**src/psra_pkg.sv**
```systemverilog
package psra_pkg;

  // Table and window geometry
  localparam int MAX_SENSORS = 16;
  localparam int WINDOW      = 5;

  localparam int TEMP_W = 16;
  localparam int ID_W   = 16;

  // Fill count holds 0..WINDOW
  localparam int FILL_W = $clog2(WINDOW + 1);
  localparam logic [FILL_W-1:0] FILL_FULL = FILL_W'(WINDOW);
  localparam logic [FILL_W-1:0] FILL_LAST = FILL_W'(WINDOW - 1);

  // Window sum, offset divider
  localparam int SUM_W     = TEMP_W + $clog2(WINDOW);
  // Adding WINDOW*2^15 makes the dividend non-negative; the quotient then
  // carries a bias of 2^15, removed by flipping its top bit.
  localparam logic [SUM_W-1:0] AVG_OFFSET = SUM_W'(WINDOW * 32768);

  // Divide by WINDOW as a multiply by ceil(2^DIV_SHIFT / WINDOW) and a shift;
  // exact for every dividend below 2^SUM_W.
  localparam int DIV_SHIFT = SUM_W + $clog2(WINDOW);
  localparam int DIV_MUL_W = SUM_W + 1;
  localparam int PROD_W    = SUM_W + DIV_MUL_W;
  localparam logic [DIV_MUL_W-1:0] DIV_MUL =
    DIV_MUL_W'(((1 << DIV_SHIFT) + WINDOW - 1) / WINDOW);

  // Threshold reset values, Q8.8 (25.0 and 10.0)
  localparam logic signed [TEMP_W-1:0] MAX_TEMP_RESET = 16'sd6400;
  localparam logic signed [TEMP_W-1:0] MIN_TEMP_RESET = 16'sd2560;

  // Configuration register indexes
  localparam int CFG_IDX_W = 1;
  localparam logic [CFG_IDX_W-1:0] CFG_MAX_TEMP = 1'b0;
  localparam logic [CFG_IDX_W-1:0] CFG_MIN_TEMP = 1'b1;

  // Item opcodes
  localparam logic OP_MAP     = 1'b0;
  localparam logic OP_READING = 1'b1;

  typedef enum logic [1:0] {
    ST_OK      = 2'd0,
    ST_UNKNOWN = 2'd1,
    ST_FULL    = 2'd2
  } status_t;

  typedef enum logic [2:0] {
    CELL_NOP,
    CELL_CLAIM,
    CELL_ROOM,
    CELL_PUSH,
    CELL_ROTATE,
    CELL_AVG
  } cell_op_t;

  // Broadcast command; a cell acts on it only when selected
  typedef struct packed {
    cell_op_t                  op;
    logic [ID_W-1:0]           sensor;
    logic [ID_W-1:0]           room_id;
    logic signed [TEMP_W-1:0]  data;
  } cell_cmd_t;

  // Carries passed from cell to cell down the row
  typedef struct packed {
    logic hit;
    logic free;
  } chain_t;

  typedef struct packed {
    logic                      first_hit;
    logic                      first_free;
    logic [ID_W-1:0]           room;
    logic signed [TEMP_W-1:0]  avg;
    logic [FILL_W-1:0]         fill;
    logic signed [TEMP_W-1:0]  tap;
  } cell_view_t;

endpackage

```
**src/psra_cell.sv**
```systemverilog
module psra_cell (
  input  logic                   clk,
  input  logic                   rst_n,
  input  logic                   sel,
  input  psra_pkg::cell_cmd_t    cmd,
  input  psra_pkg::chain_t       chain_in,
  output psra_pkg::chain_t       chain_out,
  output psra_pkg::cell_view_t   view
);

  logic                                   valid_r, valid_nxt;
  logic [psra_pkg::ID_W-1:0]              sensor_r, sensor_nxt;
  logic [psra_pkg::ID_W-1:0]              room_r, room_nxt;
  logic signed [psra_pkg::TEMP_W-1:0]     avg_r, avg_nxt;
  logic [psra_pkg::FILL_W-1:0]            fill_r, fill_nxt;
  logic signed [psra_pkg::TEMP_W-1:0]     ring_r   [psra_pkg::WINDOW];
  logic signed [psra_pkg::TEMP_W-1:0]     ring_nxt [psra_pkg::WINDOW];
  logic                                   my_hit;
  logic                                   do_shift;
  logic signed [psra_pkg::TEMP_W-1:0]     shift_in;

  assign my_hit = valid_r && (sensor_r == cmd.sensor);

  assign chain_out.hit  = chain_in.hit | my_hit;
  assign chain_out.free = chain_in.free | !valid_r;

  assign view.first_hit  = my_hit & !chain_in.hit;
  assign view.first_free = !valid_r & !chain_in.free;
  assign view.room       = room_r;
  assign view.avg        = avg_r;
  assign view.fill       = fill_r;
  assign view.tap        = ring_r[psra_pkg::WINDOW-1];

  // Ring is a shift line: push drops the oldest, rotate recirculates it
  assign do_shift = sel && (cmd.op == psra_pkg::CELL_PUSH || cmd.op == psra_pkg::CELL_ROTATE);
  assign shift_in = (cmd.op == psra_pkg::CELL_PUSH) ? cmd.data : ring_r[psra_pkg::WINDOW-1];

  always_comb begin
    ring_nxt[0] = do_shift ? shift_in : ring_r[0];
    for (int j = 1; j < psra_pkg::WINDOW; j++) begin
      ring_nxt[j] = do_shift ? ring_r[j-1] : ring_r[j];
    end
  end

  always_comb begin
    valid_nxt  = valid_r;
    sensor_nxt = sensor_r;
    room_nxt   = room_r;
    avg_nxt    = avg_r;
    fill_nxt   = fill_r;
    if (sel) begin
      case (cmd.op)
        psra_pkg::CELL_CLAIM: begin
          valid_nxt  = 1'b1;
          sensor_nxt = cmd.sensor;
          room_nxt   = cmd.room_id;
          avg_nxt    = '0;
          fill_nxt   = '0;
        end
        psra_pkg::CELL_ROOM: begin
          room_nxt = cmd.room_id;
        end
        psra_pkg::CELL_PUSH: begin
          if (fill_r != psra_pkg::FILL_FULL) begin
            fill_nxt = fill_r + psra_pkg::FILL_W'(1);
          end
        end
        psra_pkg::CELL_AVG: begin
          avg_nxt = cmd.data;
        end
        default: begin
        end
      endcase
    end
  end

  always_ff @(posedge clk) begin
    if (!rst_n) begin
      valid_r <= 1'b0;
    end else begin
      valid_r <= valid_nxt;
    end
  end

  always_ff @(posedge clk) begin
    sensor_r <= sensor_nxt;
    room_r   <= room_nxt;
    avg_r    <= avg_nxt;
    fill_r   <= fill_nxt;
    for (int j = 0; j < psra_pkg::WINDOW; j++) begin
      ring_r[j] <= ring_nxt[j];
    end
  end

endmodule

```
**src/psra_div.sv**
```systemverilog
module psra_div (
  input  logic                          clk,
  input  logic                          rst_n,
  input  logic                          start,
  input  logic [psra_pkg::SUM_W-1:0]    num,
  output logic                          done,
  output logic [psra_pkg::TEMP_W-1:0]   quot
);

  logic                              run_r;
  logic                              done_r;
  logic [psra_pkg::SUM_W-1:0]        num_r;
  logic [psra_pkg::TEMP_W-1:0]       quot_r;
  logic [psra_pkg::PROD_W-1:0]       prod;

  // Latch the dividend, then multiply by the reciprocal and keep the top bits
  assign prod = psra_pkg::PROD_W'(num_r) * psra_pkg::PROD_W'(psra_pkg::DIV_MUL);

  assign done = done_r;
  assign quot = quot_r;

  always_ff @(posedge clk) begin
    if (!rst_n) begin
      run_r  <= 1'b0;
      done_r <= 1'b0;
    end else begin
      run_r  <= start;
      done_r <= run_r;
    end
  end

  always_ff @(posedge clk) begin
    if (start) begin
      num_r <= num;
    end
    if (run_r) begin
      quot_r <= prod[psra_pkg::DIV_SHIFT +: psra_pkg::TEMP_W];
    end
  end

endmodule

```
**src/per_sensor_running_average_alarm.sv**
```systemverilog
// Per-sensor running-average temperature monitor.
// Input channel: an item is taken at a clock edge with start high and busy
// low. in_opcode selects a map word (bind in_sensor to in_room_id) or a
// reading word (in_reading, Q8.8). Every item yields exactly one result word,
// shown for one cycle with out_valid high; the receiver cannot stall it.
// Configuration: cfg_valid/cfg_ready write channel, cfg_ready is always high;
// index 0 is the upper threshold, index 1 the lower one. Write only while idle.
// Structure: a row of MAX_SENSORS cells, one table entry each, holding the
// entry and its ring of the last WINDOW readings. Lookup and free-slot search
// ripple hit/free carries cell to cell; the ring is read out by rotating it.
// Sequence: map words, unknown sensors and readings into a ring not yet full
// pass the search, apply and result states; a new item is taken only once
// the result of the last one is shown. A reading that fills or refreshes the
// ring also rotates the whole ring through the accumulator, then divides the
// window sum by a reciprocal multiplication before its result is shown.
// Reset (synchronous, rst_n low) empties the table and loads thresholds of
// 25.0 and 10.0 degrees; ring contents are not cleared and are never read
// before the entry has written all WINDOW slots.
module per_sensor_running_average_alarm (
  input  logic                                 clk,
  input  logic                                 rst_n,
  input  logic                                 start,
  output logic                                 busy,
  input  logic                                 in_opcode,
  input  logic [psra_pkg::ID_W-1:0]            in_sensor,
  input  logic [psra_pkg::ID_W-1:0]            in_room_id,
  input  logic signed [psra_pkg::TEMP_W-1:0]   in_reading,
  output logic                                 out_valid,
  output logic [1:0]                           out_status,
  output logic [psra_pkg::ID_W-1:0]            out_room_out,
  output logic signed [psra_pkg::TEMP_W-1:0]   out_average,
  output logic                                 out_average_valid,
  output logic                                 out_too_hot,
  output logic                                 out_too_cold,
  input  logic                                 cfg_valid,
  output logic                                 cfg_ready,
  input  logic [psra_pkg::CFG_IDX_W-1:0]       cfg_index,
  input  logic [psra_pkg::TEMP_W-1:0]          cfg_data
);

  typedef enum logic [2:0] {
    S_IDLE,
    S_SEARCH,
    S_APPLY,
    S_SUM,
    S_DIV,
    S_RESULT
  } state_t;

  state_t state_r, state_nxt;

  // Thresholds
  logic signed [psra_pkg::TEMP_W-1:0] max_r, min_r;

  // Held item
  logic                                op_r, op_nxt;
  logic [psra_pkg::ID_W-1:0]           id_r, id_nxt;
  logic [psra_pkg::ID_W-1:0]           room_r, room_nxt;
  logic signed [psra_pkg::TEMP_W-1:0]  value_r, value_nxt;
  psra_pkg::status_t                   status_r, status_nxt;
  logic                                claim_r, claim_nxt;
  logic [psra_pkg::MAX_SENSORS-1:0]    sel_r, sel_nxt;

  // Window sum
  logic signed [psra_pkg::SUM_W-1:0]   acc_r, acc_nxt;
  logic [psra_pkg::FILL_W-1:0]         cnt_r, cnt_nxt;

  // Result word
  logic                                out_valid_r, out_valid_nxt;
  psra_pkg::status_t                   out_status_r, out_status_nxt;
  logic [psra_pkg::ID_W-1:0]           out_room_r, out_room_nxt;
  logic signed [psra_pkg::TEMP_W-1:0]  out_avg_r, out_avg_nxt;
  logic                                out_av_r, out_av_nxt;
  logic                                out_hot_r, out_hot_nxt;
  logic                                out_cold_r, out_cold_nxt;

  // Cell row
  psra_pkg::cell_cmd_t                 cell_cmd;
  psra_pkg::chain_t                    chain [psra_pkg::MAX_SENSORS+1];
  psra_pkg::cell_view_t                views [psra_pkg::MAX_SENSORS];
  psra_pkg::cell_view_t                sel_view;
  logic [psra_pkg::MAX_SENSORS-1:0]    hit_vec, free_vec;
  logic                                found, any_free, sel_valid_avg;

  // Divider
  logic                                div_start;
  logic [psra_pkg::SUM_W-1:0]          div_num;
  logic                                div_done;
  logic [psra_pkg::TEMP_W-1:0]         div_quot;

  assign chain[0] = '0;

  for (genvar g = 0; g < psra_pkg::MAX_SENSORS; g++) begin : g_cell
    psra_cell u_cell (
      .clk       (clk),
      .rst_n     (rst_n),
      .sel       (sel_r[g]),
      .cmd       (cell_cmd),
      .chain_in  (chain[g]),
      .chain_out (chain[g+1]),
      .view      (views[g])
    );
  end

  psra_div u_div (
    .clk   (clk),
    .rst_n (rst_n),
    .start (div_start),
    .num   (div_num),
    .done  (div_done),
    .quot  (div_quot)
  );

  assign found    = chain[psra_pkg::MAX_SENSORS].hit;
  assign any_free = chain[psra_pkg::MAX_SENSORS].free;

  // First hit and first free slot, and the view of the selected entry
  always_comb begin
    sel_view = '0;
    for (int i = 0; i < psra_pkg::MAX_SENSORS; i++) begin
      hit_vec[i]  = views[i].first_hit;
      free_vec[i] = views[i].first_free;
      if (sel_r[i]) begin
        sel_view = views[i];
      end
    end
  end

  assign sel_valid_avg = (sel_view.fill == psra_pkg::FILL_FULL);

  assign busy      = (state_r != S_IDLE);
  assign cfg_ready = 1'b1;

  always_comb begin
    state_nxt      = state_r;
    op_nxt         = op_r;
    id_nxt         = id_r;
    room_nxt       = room_r;
    value_nxt      = value_r;
    status_nxt     = status_r;
    claim_nxt      = claim_r;
    sel_nxt        = sel_r;
    acc_nxt        = acc_r;
    cnt_nxt        = cnt_r;
    out_valid_nxt  = 1'b0;
    out_status_nxt = out_status_r;
    out_room_nxt   = out_room_r;
    out_avg_nxt    = out_avg_r;
    out_av_nxt     = out_av_r;
    out_hot_nxt    = out_hot_r;
    out_cold_nxt   = out_cold_r;
    div_start      = 1'b0;
    div_num        = $unsigned(acc_nxt) + psra_pkg::AVG_OFFSET;

    cell_cmd.op        = psra_pkg::CELL_NOP;
    cell_cmd.sensor    = id_r;
    cell_cmd.room_id   = room_r;
    cell_cmd.data      = value_r;

    case (state_r)
      S_IDLE: begin
        // Take the word; cells compare against the held id next cycle
        if (start) begin
          op_nxt    = in_opcode;
          id_nxt    = in_sensor;
          room_nxt  = in_room_id;
          value_nxt = in_reading;
          state_nxt = S_SEARCH;
        end
      end

      S_SEARCH: begin
        claim_nxt = (op_r == psra_pkg::OP_MAP) && !found && any_free;
        if (found) begin
          sel_nxt    = hit_vec;
          status_nxt = psra_pkg::ST_OK;
        end else if (op_r == psra_pkg::OP_MAP && any_free) begin
          sel_nxt    = free_vec;
          status_nxt = psra_pkg::ST_OK;
        end else begin
          sel_nxt    = '0;
          if (op_r == psra_pkg::OP_MAP) begin
            status_nxt = psra_pkg::ST_FULL;
          end else begin
            status_nxt = psra_pkg::ST_UNKNOWN;
          end
        end
        state_nxt = S_APPLY;
      end

      S_APPLY: begin
        state_nxt = S_RESULT;
        if (status_r == psra_pkg::ST_OK) begin
          if (op_r == psra_pkg::OP_MAP) begin
            if (claim_r) begin
              cell_cmd.op = psra_pkg::CELL_CLAIM;
            end else begin
              cell_cmd.op = psra_pkg::CELL_ROOM;
            end
          end else begin
            cell_cmd.op = psra_pkg::CELL_PUSH;
            // This push fills or refreshes the ring: average it
            if (sel_view.fill >= psra_pkg::FILL_LAST) begin
              acc_nxt   = '0;
              cnt_nxt   = '0;
              state_nxt = S_SUM;
            end
          end
        end
      end

      S_SUM: begin
        // Rotate the ring once per cycle, adding the outgoing slot
        cell_cmd.op = psra_pkg::CELL_ROTATE;
        acc_nxt     = acc_r + psra_pkg::SUM_W'($signed(sel_view.tap));
        cnt_nxt     = cnt_r + psra_pkg::FILL_W'(1);
        div_num     = $unsigned(acc_nxt) + psra_pkg::AVG_OFFSET;
        if (cnt_r == psra_pkg::FILL_LAST) begin
          div_start = 1'b1;
          state_nxt = S_DIV;
        end
      end

      S_DIV: begin
        // Hold until the divider's done strobe returns the quotient
        if (div_done) begin
          // Drop the 2^15 bias the offset added
          cell_cmd.op   = psra_pkg::CELL_AVG;
          cell_cmd.data = {~div_quot[psra_pkg::TEMP_W-1], div_quot[psra_pkg::TEMP_W-2:0]};
          state_nxt     = S_RESULT;
        end
      end

      S_RESULT: begin
        out_valid_nxt  = 1'b1;
        out_status_nxt = status_r;
        if (status_r == psra_pkg::ST_OK) begin
          out_room_nxt = sel_view.room;
          out_avg_nxt  = sel_view.avg;
          out_av_nxt   = sel_valid_avg;
          out_hot_nxt  = sel_valid_avg && ($signed(sel_view.avg) > max_r);
          out_cold_nxt = sel_valid_avg && ($signed(sel_view.avg) < min_r);
        end else begin
          out_room_nxt = '0;
          out_avg_nxt  = '0;
          out_av_nxt   = 1'b0;
          out_hot_nxt  = 1'b0;
          out_cold_nxt = 1'b0;
        end
        state_nxt = S_IDLE;
      end

      default: begin
        state_nxt = S_IDLE;
      end
    endcase
  end

  // State, thresholds and result word
  always_ff @(posedge clk) begin
    if (!rst_n) begin
      state_r      <= S_IDLE;
      out_valid_r  <= 1'b0;
      out_status_r <= psra_pkg::ST_OK;
      out_room_r   <= '0;
      out_avg_r    <= '0;
      out_av_r     <= 1'b0;
      out_hot_r    <= 1'b0;
      out_cold_r   <= 1'b0;
      max_r        <= psra_pkg::MAX_TEMP_RESET;
      min_r        <= psra_pkg::MIN_TEMP_RESET;
    end else begin
      state_r      <= state_nxt;
      out_valid_r  <= out_valid_nxt;
      out_status_r <= out_status_nxt;
      out_room_r   <= out_room_nxt;
      out_avg_r    <= out_avg_nxt;
      out_av_r     <= out_av_nxt;
      out_hot_r    <= out_hot_nxt;
      out_cold_r   <= out_cold_nxt;
      if (cfg_valid && cfg_ready) begin
        case (cfg_index)
          psra_pkg::CFG_MAX_TEMP: max_r <= $signed(cfg_data);
          psra_pkg::CFG_MIN_TEMP: min_r <= $signed(cfg_data);
          default: begin
          end
        endcase
      end
    end
  end

  // Held item and sum datapath
  always_ff @(posedge clk) begin
    op_r     <= op_nxt;
    id_r     <= id_nxt;
    room_r   <= room_nxt;
    value_r  <= value_nxt;
    status_r <= status_nxt;
    claim_r  <= claim_nxt;
    sel_r    <= sel_nxt;
    acc_r    <= acc_nxt;
    cnt_r    <= cnt_nxt;
  end

  assign out_valid         = out_valid_r;
  assign out_status        = out_status_r;
  assign out_room_out      = out_room_r;
  assign out_average       = out_avg_r;
  assign out_average_valid = out_av_r;
  assign out_too_hot       = out_hot_r;
  assign out_too_cold      = out_cold_r;

endmodule

```
**config.mk**
```make
export PLATFORM = sky130hd
export DESIGN_NAME = per_sensor_running_average_alarm
export DESIGN_NICKNAME = d
export VERILOG_FILES = /design/src/psra_pkg.sv /design/src/psra_cell.sv /design/src/psra_div.sv /design/src/per_sensor_running_average_alarm.sv
export SDC_FILE = /design/constraint.sdc
export NUM_CORES = 2
export LEC_CHECK = 0
export ABC_CLOCK_PERIOD_IN_PS = 48200
export BUFFER_PORTS_ARGS = -buffer_cell sky130_fd_sc_hd__buf_2
export CORE_MARGIN = 3
export CORE_UTILIZATION = 45
export CTS_BUF_LIST = sky130_fd_sc_hd__clkbuf_8 sky130_fd_sc_hd__clkbuf_16
export DETAILED_ROUTE_END_ITERATION = 10
export GPL_ROUTABILITY_DRIVEN = 0
export MAX_ROUTING_LAYER = met4
export PLACE_DENSITY = 0.59
export SETUP_SLACK_MARGIN = 0.05
export SYNTH_ARGS = -nofsm -noshare
export SYNTH_HDL_FRONTEND = slang
export SYNTH_HIERARCHICAL = 1
export SYNTH_SLANG_ARGS = --single-unit
```
**constraint.sdc**
```tcl
create_clock -name clk -period 48.2 [get_ports clk]
set_input_delay 7.23 -clock clk [delete_from_list [all_inputs] [get_ports clk]]
set_output_delay 7.23 -clock clk [all_outputs]
set_load 0.01 [all_outputs]
```
==> metrics.txt <==
via count=between 50000 and 60000; final core occ=0.501; MaxCap Viol Count=0; Syn-to-layout area delta=10.5%; setup_tns=0 ns; Net Sw Frac=0.217; slew at the pin with the worst max-slew slack=~1.3 ns; CP endpoint kind=register; most frequent cells after synthesis=2221 x edfxtp_1, 357 x inv_1, 291 x nand2_1, 258 x buf_4, 257 x mux2_4; DP HPWL=between 100000 and 150000 microns; Root Buffer=clkbuf_16; part of the power in registers=0.521; die area=around 220000 sq um; initial drt markers=5719; EDFF count, synth=2221; CP max-delay cell=and2_1; Multi-input gate area=roughly 26000 sq um; Yosys cell types=89; Worst Path Arrival=around 10 ns; Slew Viols, Final=0; Top Usage Layer GRT=met1; largest net degree at the start of global routing=106; total CTS buffers=roughly 230; first-pass iteration count of the detailed router=5; Buffers on Ports=about 110; TritonCTS clock tree=built; Vias/cell=approximately 5.6; Mapped Cells=~6300; # hold bufs at CTS=0; GRT met3 Usage=0.0339; DRC errors left=0; number of global-route vias before repair=about 50000; peak supply drop=approximately 0.035 mV; Clk pwr share=0.433; YS warnings=6; Crit Path Max Fanout=53; row count=between 150 and 200; WL final=roughly 230000 microns; critical path class=primary input to register; fin nets=between 6000 and 7000; Int Power=between 3 and 4 mW; setup bufs post-CTS=0; crit share post-route=0.191; share of layout cells above drive strength 1=0.194; outcome=finished, final reports clean; Pwr Density=a little under 40 nW/um^2; Comb power frac=0.045; final setup vio count=0; IO Pins=between 100 and 150; Post-CTS Resized=0; Clock Latency Late Sink=0.87 ns; Pleak=around 39 nW; unrepaired setup endpoints after global routing=false; routed len/inst=around 25 microns; Clock Skew=0.0582 ns; Worst Hold Class=register to register; total core area=around 220000 sq um; top_reg_cell synth=edfxtp_1; Die W=between 400 and 500 microns; Fmax achieved=0.109 GHz; critical path startpoint category=primary input; post-synth top area cell=edfxtp_1; met1 Usage GRT=0.306; final setup margin=around 39 ns; proportion of synthesized chip area in sequential cells=0.695; global-route track usage on met2=0.304; #FFs+latches synth=roughly 2300; Starting Density=0.453; slowest stage delay, CP=approximately 0.59 ns; cell repeated most along the worst path=buf_4; Mean Syn Cell Area=15.7 sq um; crit-path cells=buf_2 -> buf_4 -> inv_2 -> buf_4 -> nor4_2 -> buf_4 -> and2_1 -> o221ai_1 -> o21ai_1; post-synthesis async set-or-reset flop share=0; Layout Cells excl Fill=9304; Slew HR=0.142; clk slew on worst S/H paths=around 0.06 ns; dpl cells=8865; total power draw=around 4.3 mW; area post-placement=101000 sq um; post-synth top area share=0.676; ANT nets after route=0; All-Layer GR Usage=0.208; storage element area=68500 sq um; fillcell total=17900; worst hold slack=0.392 ns; Post-Syn Area=about 99000 sq um; most instantiated library cell after synthesis=edfxtp_1; Final Hold Viols=0; Final Instance Area=between 100000 and 150000 sq um; GRT Residual Overflow=0; Die Span Y=~470 microns; H-Tree Depth=4; DP Worst Slack=about 38 ns; dominant cells by area after synthesis=edfxtp_1 68%, mux2_4 3.9%, ha_1 2.8%; NetSw=0.923 mW; minimum clock period=between 9 and 10 ns; initial antenna violation count=11; WP data required=48.97 ns; first-pass GRT wire length=between 300000 and 400000 microns; Longest Clk Path Bufs=3; CTS sink count=2312
sequential cells by signal, summed over array words and instances (netlist names), 19 cells and up:
name and cells:
acc_r 19, g_cell.u_cell/sensor_r 256, g_cell.u_cell/avg_r 256, g_cell.u_cell/ring_r 1280, u_div/num_r 19, g_cell.u_cell/fill_r 48, g_cell.u_cell/room_r 256
metal layers:
layer	up-vias	routed length (microns)
li1	23200	-
met1	26900	106000
met2	1748	103000
met3	299	16300
met4	0	5320
met5	-	0
final cells by class:
| class | instances | share of cell area |
|---|---|---|
| Tap cell | 2854 | 0.0328 |
| Timing Repair Buffer | 241 | 0.0144 |
| Inverter | 361 | 0.0124 |
| Sequential cell | 2312 | 0.629 |
| Clock inverter | 193 | 0.0183 |
| Antenna cell | 5 | 0.000115 |
| Multi-Input combinational cell | 3097 | 0.238 |
| Clock buffer | 241 | 0.0544 |
layout by cell type (no fill, tap or decap), drive strengths merged, types with 91 or more instances in the layout:
master / count
buf: 241
xor2: 249
fa: 100
and2: 265
a21oi: 246
edfxtp: 2221
o21ai: 107
ha: 218
a221oi: 111
nand2: 291
nor2: 205
mux2: 258
inv: 397
clkinv: 115
clkbuf: 241
dfxtp: 91
critical path: cells and delay by family:
| kind | cells | cell delay [ns] |
|---|---|---|
| simple gates | 2 | 0.90 |
| compound gates | 2 | 0.43 |
| buf+inv | 5 | 1.26 |
path summary, 6_finish.rpt:
path                                                       from                              end  slack, ns  depth (start not counted)
worst max-delay path                                      rst_n                  out_room_out[6]      38.99                          9
worst min-delay path            g_cell[14].u_cell/ring_r[0][52]  g_cell[14].u_cell/ring_r[0][68]       0.39                          0
worst max register to register                         sel_r[1]                  u_div/num_r[18]      40.26                         20
worst min register to register  g_cell[14].u_cell/ring_r[0][52]  g_cell[14].u_cell/ring_r[0][68]       0.39                          0
power groups by stage:
stage	clock (mW)	combinational (mW)	sequential [mW]
global route	1.97	0.207	2.22
global placement	0	0.189	2.26
finish	1.85	0.192	2.22
floorplan	0	0.106	2.26
CTS	1.89	0.193	2.22
detailed placement	0	0.192	2.26
logic make-up (layout without fill, tap and decap cells):
| family | count (synthesis) | after routing | share of synthesized area |
|---|---|---|---|
| XOR/XNOR | 314 | 314 | 0.0280 |
| other | 2 | 10 | 0.0000762 |
| AO/OA/AOI/OAI | 1039 | 1039 | 0.0761 |
| AND/OR/NAND/NOR | 1161 | 1161 | 0.0678 |
| flip-flops | 2312 | 2312 | 0.695 |
| adder cells (fa/ha/maj) | 318 | 318 | 0.0480 |
| buffers and inverters | 864 | 1036 | 0.0456 |
| multiplexers | 260 | 260 | 0.0395 |
Power figures use the tool's default switching activity.
